===== config.mk =====
export PLATFORM = sky130hd
export DESIGN_NAME = mqer_ctrl
export DESIGN_NICKNAME = d
export VERILOG_FILES = /design/src/mqer_pkg.sv /design/src/mqer_ctrl.sv
export VERILOG_INCLUDE_DIRS = /design/src /design/src/src
export SDC_FILE = /design/constraint.sdc
export NUM_CORES = 1
export LEC_CHECK = 0
export ABC_CLOCK_PERIOD_IN_PS = 3430
export BUFFER_PORTS_ARGS = -buffer_cell sky130_fd_sc_hd__clkbuf_2
export CORE_AREA = 5 5 42 44
export CTS_BUF_LIST = sky130_fd_sc_hd__clkbuf_4 sky130_fd_sc_hd__clkbuf_8
export DETAILED_ROUTE_END_ITERATION = 10
export DIE_AREA = 0 0 47 49
export GPL_ROUTABILITY_DRIVEN = 1
export PLACE_DENSITY_LB_ADDON = 0.12
export SYNTH_ARGS = -nofsm -noshare
export SYNTH_HDL_FRONTEND = slang
export SYNTH_SLANG_ARGS = --single-unit

===== constraint.sdc =====
create_clock -name clk -period 3.43 [get_ports clk]
set_input_delay 0.343 -clock clk [delete_from_list [all_inputs] [get_ports clk]]
set_output_delay 0.343 -clock clk [all_outputs]
set_load 0.05 [all_outputs]

===== src/mixed_query_edge_relax_defines.svh =====
`ifndef MIXED_QUERY_EDGE_RELAX_DEFINES_SVH
`define MIXED_QUERY_EDGE_RELAX_DEFINES_SVH

// same-cycle implication check
`define MQER_ASSERT_NOW(label, clk, rst_n, ante, cons, msg) \
	label: assert property (@(posedge clk) disable iff (!rst_n) (ante) |-> (cons)) \
		else $error(msg);

// next-cycle implication check
`define MQER_ASSERT_NEXT(label, clk, rst_n, ante, cons, msg) \
	label: assert property (@(posedge clk) disable iff (!rst_n) (ante) |=> (cons)) \
		else $error(msg);

`endif


===== src/mqer_pkg.sv =====
package mqer_pkg;

	// wide enough for a VALUE_BITS value plus a 32-bit weight, with a carry
	localparam int EW = 66;

	typedef enum logic [1:0] {
		OP_RELAX,
		OP_LOAD,
		OP_ADVANCE,
		OP_READ
	} op_t;

	typedef enum logic [1:0] {
		KIND_SHORTEST,
		KIND_BFS,
		KIND_WIDEST,
		KIND_NARROWEST
	} kind_t;

	typedef enum logic [3:0] {
		ST_CLEAR,
		ST_IDLE,
		ST_RD1,
		ST_RD2,
		ST_RD3,
		ST_EXEC,
		ST_WRITE,
		ST_ADV_RD,
		ST_ADV_WR,
		ST_DONE
	} state_t;

	typedef struct packed {
		logic ld_item;
		logic rd_src;
		logic rd_dst;
		logic cap_src;
		logic cap_dst;
		logic exec;
		logic write;
		logic clr_wr;
		logic adv_rd;
		logic adv_wr;
		logic cnt_clr;
		logic cnt_inc;
		logic out_load;
	} cmd_t;

	typedef struct packed {
		op_t  op;
		logic item_ok;
		logic cnt_last;
		logic out_free;
	} status_t;

endpackage


===== src/mqer_ctrl.sv =====
`include "mixed_query_edge_relax_defines.svh"

module mqer_ctrl import mqer_pkg::*; (
	input  logic    clk,
	input  logic    arst_n,
	input  logic    in_valid,
	output logic    in_ready,
	input  status_t status,
	output cmd_t    cmd
);
	state_t state_q, state_d;

	always_ff @(posedge clk or negedge arst_n) begin
		if (!arst_n) begin
			state_q <= ST_CLEAR;
		end else begin
			state_q <= state_d;
		end
	end

	always_comb begin
		state_d = state_q;
		case (state_q)
			ST_CLEAR: begin
				if (status.cnt_last) state_d = ST_IDLE;
			end
			ST_IDLE: begin
				if (in_valid) state_d = ST_RD1;
			end
			ST_RD1: begin
				if (status.op == OP_ADVANCE) state_d = ST_ADV_RD;
				else if (!status.item_ok)    state_d = ST_DONE;
				else                         state_d = ST_RD2;
			end
			ST_RD2: begin
				state_d = (status.op == OP_RELAX) ? ST_RD3 : ST_EXEC;
			end
			ST_RD3:    state_d = ST_EXEC;
			ST_EXEC: begin
				state_d = (status.op == OP_READ) ? ST_DONE : ST_WRITE;
			end
			ST_WRITE:  state_d = ST_DONE;
			ST_ADV_RD: state_d = ST_ADV_WR;
			ST_ADV_WR: begin
				state_d = status.cnt_last ? ST_DONE : ST_ADV_RD;
			end
			ST_DONE: begin
				if (status.out_free) state_d = ST_IDLE;
			end
			default:   state_d = ST_CLEAR;
		endcase
	end

	always_comb begin
		cmd      = '0;
		in_ready = 1'b0;
		case (state_q)
			ST_CLEAR: begin
				cmd.clr_wr  = 1'b1;
				cmd.cnt_inc = !status.cnt_last;
				cmd.cnt_clr = status.cnt_last;
			end
			ST_IDLE: begin
				in_ready    = 1'b1;
				cmd.ld_item = in_valid;
			end
			ST_RD1:    cmd.rd_src = 1'b1;
			ST_RD2: begin
				cmd.cap_src = 1'b1;
				cmd.rd_dst  = (status.op == OP_RELAX);
			end
			ST_RD3:    cmd.cap_dst = 1'b1;
			ST_EXEC:   cmd.exec = 1'b1;
			ST_WRITE:  cmd.write = 1'b1;
			ST_ADV_RD: cmd.adv_rd = 1'b1;
			ST_ADV_WR: begin
				cmd.adv_wr  = 1'b1;
				cmd.cnt_inc = !status.cnt_last;
				cmd.cnt_clr = status.cnt_last;
			end
			ST_DONE:   cmd.out_load = status.out_free;
			default: begin
				cmd = '0;
			end
		endcase
	end

	`MQER_ASSERT_NEXT(a_done_holds, clk, arst_n, (state_q == ST_DONE) && !status.out_free, state_q == ST_DONE, "result dropped while output slot busy")
	`MQER_ASSERT_NOW(a_write_in_range, clk, arst_n, cmd.write, status.item_ok, "store written for an out-of-range item")
	`MQER_ASSERT_NEXT(a_adv_ends, clk, arst_n, (state_q == ST_ADV_WR) && status.cnt_last, state_q == ST_DONE, "advance sweep did not finish on the last row")
endmodule


==> results_dict.tcl <==
set metrics [dict create \
    switchingPower_mw 0.339 \
    fin_tns_setup_ns 0 \
    power_density_nw_per_um2 993 \
    pwr-share-seq 0.251 \
    vias_per_cell 5.20 \
    rsz0062_at_grt "no" \
    cts_tree "done" \
    vias 499 \
    die-area_um2 2300 \
    internal-power_mw 0.221 \
    placed_cells 92 \
    synth_largest_area_cell "dfrtp_1" \
    fillers 165 \
    drt-pass1-iter-count 4 \
    die_width_um 47 \
    gp_congestion 0.704 \
    htreeDepth 1 \
    core-area_um2 1400 \
    drive_above_1_share 0.338 \
    initial_utilization 0.308 \
    grt_overflow 0 \
    final_common_cell "clkbuf_2" \
    synth.ff_latch_count 4 \
    ys_seq_area_frac 0.232 \
    multiInputGateArea_um2 303 \
    startpoint_type "flop" \
    hold_class "primary input to asynchronous set/reset pin" \
    power_frac_comb 0.650 \
    reg2reg_depth 4 \
    wl_per_cell_um 12.2 \
    clk_pin_slew_ns 0.04 \
    post-route-min-period_ns 2.07 \
    p_total_mw 0.560 \
    regArea_um2 100 \
    syn_inst 59 \
    grt_pass1_vias 437 \
    fmax_ghz 0.484 \
    p_leak_nw 0.264 \
    clock-root-buffer "clkbuf_4" \
    p_clk_frac 0.099 \
    synth.area.top_cells "dfrtp_1, nor3_1, nor2_1, nand2b_1, a21oi_1" \
    syn-num-nets 67 \
    final_cell_mix "clkbuf_2, nor2_1, nor3_1" \
    cts_made_buffers 3 \
    antenna_cells 0 \
    syn_avg_cell_area_um2 7.32 \
    clock_path_buffers 2 \
    synth_warnings 0 \
    met1Wirelength_um 511 \
    cts_sinks 4 \
    grtUsageTotal 0.112 \
    routed_wl_um 1170 \
    num_rows 14 \
    top_register "state_q" \
    area_growth_pct 30.7 \
    clock_latency_ns 0.23 \
    hold_buffers 1 \
    fin_hold_ws_ns 0.455 \
    crit_type "flop to primary output" \
    finalSetupViolations 0 \
    largest_reg_flops 4 \
    drt_iter0_drc 10 \
    syn-cell-area_um2 432 \
    period_share 0.603 \
    grt_pass1_wl_um 1890 \
    finalClockSkew_ns 0.00261 \
    finalHoldViolCount 0 \
    fin_cells 96 \
    cp_max_fo 15 \
    yosysUniqueCellTypes 28 \
    nets 90 \
    reg.largest.list "state_q x4" \
    post_cts_resized 0 \
    dr.max_layer_used "met3" \
    maxSlewHeadroom 0.669 \
    status "complete, no violations" \
    grt_max_degree 17 \
    arrival_ns 1.72 \
    switching_share 0.605 \
    ant_nets 0 \
    wl_met3_um 100 \
    drv_slew 0 \
    synth.top_cell.area_share 0.232 \
    chipHeight_um 49 \
    vdd_drop_max_uv 464 \
    io_pins 22 \
    drv_cap 0 \
    critPathRequiredTime_ns 3.09 \
    worstMarginPinSlew_ns 0.497 \
    endpoint_kind "primary output" \
    postCtsSetupBuffers 0 \
    route.met2.wl_um 562 \
    antenna_found_initial 0 \
    port_buffers 21 \
    drc 0 \
    dp_hpwl_um 903 \
]
[logic make-up after synthesis]
| group | Yosys count | synth area share |
|---|---|---|
| AO/OA/AOI/OAI | 14 | 0.214 |
| buffers and inverters | 5 | 0.0666 |
| flip-flops | 4 | 0.232 |
| AND/OR/NAND/NOR | 36 | 0.487 |
[metrics by stage]
stage                     cell area [µm²]  setup WS (ns)   util
after floorplan                       432          0.785      -
after global placement                532           1.64  0.379
after detailed placement              532           1.60  0.379
after CTS                             564           1.34  0.403
after global routing                  564           1.26  0.403
final                                 564           1.36  0.403
[layer usage]
metal  track usage  up-vias
li1              -      260
met1         0.139      223
met2         0.161       16
met3        0.0480        0
met4        0.0553        0
met5             0        -
[power groups by stage]
stage,Clock (mW),Combinational (mW),Sequential (mW)
2_1_floorplan,0,0.350,0.0905
6_report,0.0556,0.364,0.141
4_1_cts,0.0594,0.370,0.141
3_3_place_gp,0,0.369,0.144
3_5_place_dp,0,0.368,0.141
5_1_grt,0.0659,0.394,0.149
[synth_stat cells (all sizes together)]
master   count
a21oi        3
nor2        10
o21bai       2
nor3b        1
a2bb2oi      1
dfrtp        4
nor3         9
a22oi        1
nor4         3
a211o        1
o22ai        1
nand2        2
nor2b        2
o32ai        1
nor4b        1
and2         2
inv          1
a211oi       1
nand2b       4
nand4b       1
or2b         1
o21ai        3
buf          4
[worst max-delay path: stages, from the launching register on]
cell and delay (ns):
dfrtp_1 0.54, nand2b_1 0.30, nor3_1 0.22, and2_1 0.15, clkbuf_2 0.27
[cell type report]
class / count / share of cell area
inverters: 1 / 0.00665
multi-input cells: 50 / 0.537
well taps: 16 / 0.0355
repair buffers: 22 / 0.204
clock buffers: 3 / 0.0399
flip-flops and latches: 4 / 0.177
[final timing paths]
kind                                   startpoint                     end  slack [ns]
setup / recovery           state_q[1]$_DFFE_PN0P_                 cmd[12]        1.36
hold / removal                             arst_n  state_q[2]$_DFFE_PN0P_        0.46
setup reg to reg           state_q[3]$_DFFE_PN0P_  state_q[3]$_DFFE_PN0P_        1.93
hold reg to reg            state_q[3]$_DFFE_PN0P_  state_q[2]$_DFFE_PN0P_        0.79
max in group asynchronous                  arst_n  state_q[1]$_DFFE_PN0P_        2.85
min in group clk                         in_valid  state_q[0]$_DFFE_PN0P_        0.47
(Power assumes the default switching activity.)
